--- src/hdl/itrm_pkg.sv ---
// Types and constants for the IPv4 text range matcher
package itrm_pkg;

    typedef struct packed {
        logic [7:0] ch;
        logic       last;
    } t_in_word;

    typedef struct packed {
        logic        well_formed;
        logic        in_range;
        logic [31:0] address;
    } t_out_word;

    typedef struct packed {
        logic        ok;
        logic [31:0] address;
    } t_parse_res;

    typedef enum logic [1:0] {
        CFG_RANGE_BASE = 2'd0,
        CFG_RANGE_MASK = 2'd1,
        CFG_MATCH_ANY  = 2'd2
    } t_cfg_idx;

    localparam logic [7:0]  CHAR_ZERO     = 8'h30;
    localparam logic [7:0]  CHAR_NINE     = 8'h39;
    localparam logic [7:0]  CHAR_DOT      = 8'h2E;
    localparam logic [11:0] SEG_MAX       = 12'd255;
    localparam logic [2:0]  DOTS_FULL     = 3'd3;
    localparam logic [2:0]  DOTS_SAT      = 3'd4;
    localparam logic [1:0]  DIGITS_SAT    = 2'd3;
    localparam logic [31:0] BASE_RESET    = 32'h0000_0000;
    localparam logic [31:0] MASK_RESET    = 32'hFFFF_FFFF;

endpackage

--- src/hdl/itrm_parser.sv ---
// Dotted-quad parser: per-character state update and end-of-text result
module itrm_parser (
    input  logic               i_clk,
    input  logic               i_rst_n,
    input  logic               i_take,
    input  itrm_pkg::t_in_word i_word,
    output itrm_pkg::t_parse_res o_res
);
    import itrm_pkg::*;

    logic [2:0]  r_dots,   n_dots;
    logic [1:0]  r_digits, n_digits;
    logic [7:0]  r_seg,    n_seg;
    logic        r_lzero,  n_lzero;
    logic        r_err,    n_err;
    logic [31:0] r_addr,   n_addr;

    logic        is_digit;
    logic [11:0] seg_mul;

    always_comb begin
        is_digit = (i_word.ch >= CHAR_ZERO) && (i_word.ch <= CHAR_NINE);
        seg_mul  = {1'b0, r_seg, 3'b000} + {3'b000, r_seg, 1'b0}
                 + {8'd0, i_word.ch[3:0]};
        n_dots   = r_dots;
        n_digits = r_digits;
        n_seg    = r_seg;
        n_lzero  = r_lzero;
        n_err    = r_err;
        n_addr   = r_addr;
        unique if (is_digit) begin
            if (r_digits == 2'd0) begin
                n_lzero = (i_word.ch[3:0] == 4'd0);
            end else if (r_lzero) begin
                n_err = 1'b1;
            end
            if (seg_mul > SEG_MAX) begin
                n_seg = SEG_MAX[7:0];
                n_err = 1'b1;
            end else begin
                n_seg = seg_mul[7:0];
            end
            if (r_digits != DIGITS_SAT) begin
                n_digits = r_digits + 2'd1;
            end
        end else if (i_word.ch == CHAR_DOT) begin
            if (r_digits == 2'd0) begin
                n_err = 1'b1;
            end
            if (r_dots >= DOTS_FULL) begin
                n_dots = DOTS_SAT;
                n_err  = 1'b1;
            end else begin
                n_dots = r_dots + 3'd1;
            end
            n_addr   = {r_addr[23:0], r_seg};
            n_digits = 2'd0;
            n_seg    = 8'd0;
            n_lzero  = 1'b0;
        end else begin
            n_err = 1'b1;
        end
        o_res.ok      = !n_err && (n_dots == DOTS_FULL) && (n_digits != 2'd0);
        o_res.address = o_res.ok ? {n_addr[23:0], n_seg} : 32'd0;
    end

    always_ff @(posedge i_clk) begin
        if (!i_rst_n || (i_take && i_word.last)) begin
            r_dots   <= 3'd0;
            r_digits <= 2'd0;
            r_seg    <= 8'd0;
            r_lzero  <= 1'b0;
            r_err    <= 1'b0;
            r_addr   <= 32'd0;
        end else if (i_take) begin
            r_dots   <= n_dots;
            r_digits <= n_digits;
            r_seg    <= n_seg;
            r_lzero  <= n_lzero;
            r_err    <= n_err;
            r_addr   <= n_addr;
        end
    end

endmodule

--- src/hdl/ipv4_text_range_matcher_core.sv ---
// Top level: IPv4 dotted-quad text parser with network range match
//
// Input channel: one ASCII character per word on i_in_word, with last set
// on the final character of an address. A word is taken when i_in_valid is
// high and o_in_stall is low.
// Output channel: one word per address on o_out_word, valid in the cycle after
// the character that carries last is taken. Taken when o_out_valid is high
// and i_out_stall is low; characters without last give no output word.
// Throughput: one character per cycle while o_in_stall is low. The parse
// state and the result register are each one stage; o_in_stall rises only
// while a result is held in the output register and the receiver stalls it.
// Configuration: i_cfg_wen with i_cfg_idx writes range base, range mask or
// match-any from i_cfg_wdata; write only while idle.
// Reset (synchronous, i_rst_n low): parse state cleared, output invalid,
// base 0, mask all ones, match-any off.
// While the receiver stalls, the output word holds unchanged.
module ipv4_text_range_matcher_core (
    input  logic                i_clk,
    input  logic                i_rst_n,
    input  logic                i_in_valid,
    output logic                o_in_stall,
    input  itrm_pkg::t_in_word  i_in_word,
    output logic                o_out_valid,
    input  logic                i_out_stall,
    output itrm_pkg::t_out_word o_out_word,
    input  logic                i_cfg_wen,
    input  logic [1:0]          i_cfg_idx,
    input  logic [31:0]         i_cfg_wdata
);
    import itrm_pkg::*;

    logic [31:0] r_base;
    logic [31:0] r_mask;
    logic        r_any;
    logic        r_out_valid;
    t_out_word   r_out_word;
    t_parse_res  parse_res;
    logic        take;
    logic        hit;

    assign o_in_stall = r_out_valid && i_out_stall;
    assign take       = i_in_valid && !o_in_stall;
    assign hit        = r_any || (parse_res.ok
                        && (((parse_res.address ^ r_base) & r_mask) == 32'd0));

    itrm_parser u_parser (
        .i_clk   (i_clk),
        .i_rst_n (i_rst_n),
        .i_take  (take),
        .i_word  (i_in_word),
        .o_res   (parse_res)
    );

    always_ff @(posedge i_clk) begin
        if (!i_rst_n) begin
            r_base <= BASE_RESET;
            r_mask <= MASK_RESET;
            r_any  <= 1'b0;
        end else if (i_cfg_wen) begin
            unique case (t_cfg_idx'(i_cfg_idx))
                CFG_RANGE_BASE: r_base <= i_cfg_wdata;
                CFG_RANGE_MASK: r_mask <= i_cfg_wdata;
                CFG_MATCH_ANY:  r_any  <= i_cfg_wdata[0];
                default:        ;
            endcase
        end
    end

    always_ff @(posedge i_clk) begin
        if (!i_rst_n) begin
            r_out_valid <= 1'b0;
        end else if (take && i_in_word.last) begin
            r_out_valid <= 1'b1;
        end else if (!i_out_stall) begin
            r_out_valid <= 1'b0;
        end
    end

    always_ff @(posedge i_clk) begin
        if (take && i_in_word.last) begin
            r_out_word.well_formed <= parse_res.ok;
            r_out_word.in_range    <= hit;
            r_out_word.address     <= parse_res.address;
        end
    end

    assign o_out_valid = r_out_valid;
    assign o_out_word  = r_out_word;

endmodule

--- config.mk ---
export PLATFORM = sky130hd
export DESIGN_NAME = ipv4_text_range_matcher_core
export DESIGN_NICKNAME = d
export VERILOG_FILES = /design/src/hdl/itrm_pkg.sv /design/src/hdl/itrm_parser.sv /design/src/hdl/ipv4_text_range_matcher_core.sv
export SDC_FILE = /design/constraint.sdc
export NUM_CORES = 1
export LEC_CHECK = 0
export ABC_AREA = 1
export BUFFER_PORTS_ARGS = -buffer_cell sky130_fd_sc_hd__buf_2
export CORE_ASPECT_RATIO = 1.25
export CORE_MARGIN = 2
export CORE_UTILIZATION = 45
export CTS_BUF_LIST = sky130_fd_sc_hd__clkbuf_4 sky130_fd_sc_hd__clkbuf_8 sky130_fd_sc_hd__clkbuf_16
export DETAILED_ROUTE_END_ITERATION = 10
export GPL_TIMING_DRIVEN = 0
export SYNTH_ARGS = -nofsm -noshare
export SYNTH_HDL_FRONTEND = slang
export SYNTH_SLANG_ARGS = --single-unit
--- constraint.sdc ---
create_clock -name i_clk -period 3.55 [get_ports i_clk]
set_input_delay 0.355 -clock i_clk [delete_from_list [all_inputs] [get_ports i_clk]]
set_output_delay 0.355 -clock i_clk [all_outputs]
set_load 0.03 [all_outputs]
==> impl_metrics.json <==
{
  "firstDrtPassIters": 5,
  "ys_ff_latch": 139,
  "relSlewSlack_pct": 42.5,
  "n_antenna_cell": 0,
  "grt_first_pass_wirelength_um": 33100,
  "power_density_mw_per_mm2": 458,
  "finalWirelength_um": 21000,
  "routed-via-count": 6671,
  "num_io_pins": 84,
  "cts_root_buffer": "clkbuf_16",
  "ys_warn_count": 0,
  "drc": 0,
  "grt_max_degree": 36,
  "area_delta_synth_final_pct": 23.1,
  "fin_crit_ns": 3.40,
  "tightest_slew_ns": 0.862,
  "ctsHoldBuffers": 0,
  "synth_nets": 1030,
  "core-area_mm2": 0.0151,
  "p_leak_nw": 4.44,
  "hold_violations": 0,
  "antenna_found_initial": 0,
  "via_per_inst": 5.15,
  "hp-class": "in2reg",
  "ir_worst_vdd_mv": 0.292,
  "clkSinkCount": 139,
  "finClkSkew_ns": 0.00864,
  "arrival_ns": 3.70,
  "critPathRequiredTime_ns": 3.85,
  "routedWlPerCell_um": 16.2,
  "rows": 50,
  "fp.dieArea_mm2": 0.0165,
  "fill_cells": 1497,
  "start_kind": "register",
  "die_x_um": 115,
  "insertion_delay_ns": 0.43,
  "multi_input_area_mm2": 0.00324,
  "syn_area_per_cell_um2": 7.26,
  "synth-simple-area-share_pct": 26.3,
  "clk_pin_slew_ns": 0.06,
  "max_freq_mhz": 294,
  "holdPathStages": 3,
  "syn_area_mm2": 0.00699,
  "cts_tree": "built",
  "reg2regPathDepth": 24,
  "synth_xor_area_share_pct": 0.501,
  "setup_viol": 0,
  "outcome": "complete, no violations",
  "ys_seq_area_share_pct": 44.7,
  "worst_hold_slack_ns": 0.152,
  "finish.utilization_pct": 57.0,
  "synth-adder-area-share_pct": 3.62,
  "synth_top_family_by_area": "simple AND/OR/NAND/NOR gates",
  "cp-end-kind": "register",
  "start_util_pct": 46.3,
  "synth-compound-area-share_pct": 13.6,
  "maxCapViolCount": 0,
  "cp_max_fo": 5,
  "cts_max_level": 4,
  "gr-usage-all-layers_pct": 26.5,
  "drtIter0Drc": 417,
  "place_hpwl_um": 15300,
  "drive_gt1_share_pct": 17.8,
  "nets": 1142,
  "crit_type": "reg2reg",
  "netlist_instances": 963,
  "cts_buffers": 17,
  "synth_cell_types": 33,
  "synth_mux_area_share_pct": 0,
  "grt_pass1_vias": 6273,
  "place.gp.congestion": 0.891,
  "seqCellArea_mm2": 0.00314,
  "die_h_um": 143,
  "fin_crit_sh_pct": 95.8,
  "maxSlewViolCount": 0,
  "overflow": 0,
  "ant_nets": 0,
  "portBuffers": 83,
  "clockBufferDepth": 2
}
[final timing paths]
path                                        from                  endpoint  slack, ns
hold / removal                   i_cfg_wdata[18]   r_mask[18]$_SDFFE_PN1P_       0.15
setup reg to reg  u_parser.r_seg[0]$_SDFFE_PP0P_  o_out_word[32]$_DFFE_PP_       0.15
setup / recovery  u_parser.r_seg[0]$_SDFFE_PP0P_  o_out_word[32]$_DFFE_PP_       0.15
hold reg to reg          r_mask[10]$_SDFFE_PN1P_   r_mask[10]$_SDFFE_PN1P_       0.45
[flip-flops by register name, indices dropped and copies added, names as in the netlist]
register	cells
u_parser.r_seg	8
r_base	32
r_any	1
r_mask	32
u_parser.r_digits	2
u_parser.r_dots	3
u_parser.r_err	1
o_out_word	34
u_parser.r_addr	24
o_out_valid	1
u_parser.r_lzero	1
[cells by family (layout without fill, tap and decap cells)]
logic type,count (synthesis),after routing
compound gates,178,178
buf+inv,201,326
xor+xnor,4,4
simple gates,422,422
flops,139,139
fa+ha+maj,19,19
[worst max-delay path, stage by stage (launching register included)]
cell	delay [ns]
dfxtp_4	0.36
inv_4	0.04
fa_2	0.57
inv_1	0.05
ha_1	0.32
nand2_1	0.08
nor2_1	0.04
nand2_1	0.06
nand3_1	0.11
nand2_1	0.11
inv_1	0.04
nor2_1	0.13
nand3_2	0.13
nand2_4	0.19
nand2_4	0.10
clkbuf_16	0.18
nor2_2	0.10
nand2_1	0.06
nand3_1	0.07
nand2_1	0.06
nor2_2	0.11
nand2_1	0.06
nor2_1	0.13
nand2_2	0.08
nand2_1	0.06
[area by class of cell]
class,count,share of cell area [%]
sequential,139,36.5
clock inverter,7,0.786
clock buffer,25,5.79
buffer,46,3.00
timing repair buffer,93,6.46
multi-input combinational,623,37.7
tap,208,3.03
inverter,155,6.82
[metal layers]
layer	track usage (%)	vias to the layer above	part of all wire (%)
li1	-	3355	-
met1	33.8	3088	43
met2	44.5	179	49
met3	4.18	49	4.7
met4	11.3	0	3.4
met5	0	-	0
[synth_stat cells, drive strengths merged]
cell type	n	area (um^2)
a211oi	3	22.5
buf	12	78.8
edfxtp	34	1020
nand3	103	515
fa	2	40.0
clkinv	1	3.75
nor3	5	25.0
o21ai	95	479
o21bai	13	97.6
xor2	3	26.3
dfxtp	105	2100
nand2	213	805
or2	2	12.5
a31oi	1	6.26
xnor2	1	8.76
nand4	22	138
nor2	74	323
inv	154	578
o211ai	4	30.0
clkbuf	34	128
a21oi	62	314
ha	17	213
nand3b	2	15.0
and2	1	6.26
[cells in the final DEF, fill, tap and decap left out, drive strengths merged]
cell / synthesis / layout
and2: 1 / 1
or2: 2 / 2
clkbuf: 34 / 62
ha: 17 / 17
nor2: 74 / 74
inv: 154 / 155
a31oi: 1 / 1
o211ai: 4 / 4
bufinv: 0 / 1
fa: 2 / 2
nor3: 5 / 5
nand3: 103 / 103
xnor2: 1 / 1
nand4: 22 / 22
nand2: 213 / 213
a211oi: 3 / 3
clkinv: 1 / 3
o21ai: 95 / 95
a21oi: 62 / 62
o21bai: 13 / 13
dfxtp: 105 / 105
clkinvlp: 0 / 3
edfxtp: 34 / 34
buf: 12 / 102
xor2: 3 / 3
nand3b: 2 / 2
[repair_timing]
item                                    4_1_cts  5_1_grt
endpoints found under the setup margin        1        1
gates cloned                                  0        3
pin swaps                                     4       23
setup buffers                                 0        7
gates resized for setup                      20       45
[per-stage QoR]
step                      power, mW  cell area, um^2  std cells  TNS (ns)  worst slack (ns)
after floorplan                2.06             6990        963         0             0.494
after global placement         2.22             7660       1254    -0.514            -0.514
after detailed placement       2.22             7660       1254    -0.531            -0.531
after CTS                      3.91             8290       1286         0            0.0365
after global routing           4.10             8600       1296   -0.0288           -0.0288
final                          3.94             8600       1296         0             0.150
[power breakdown]
| group | internal, mW | switching [mW] |
|---|---|---|
| clock network | 1.04 | 0.652 |
| logic | 0.173 | 0.329 |
| registers | 1.70 | 0.0460 |
Power figures use the tool's default switching activity.
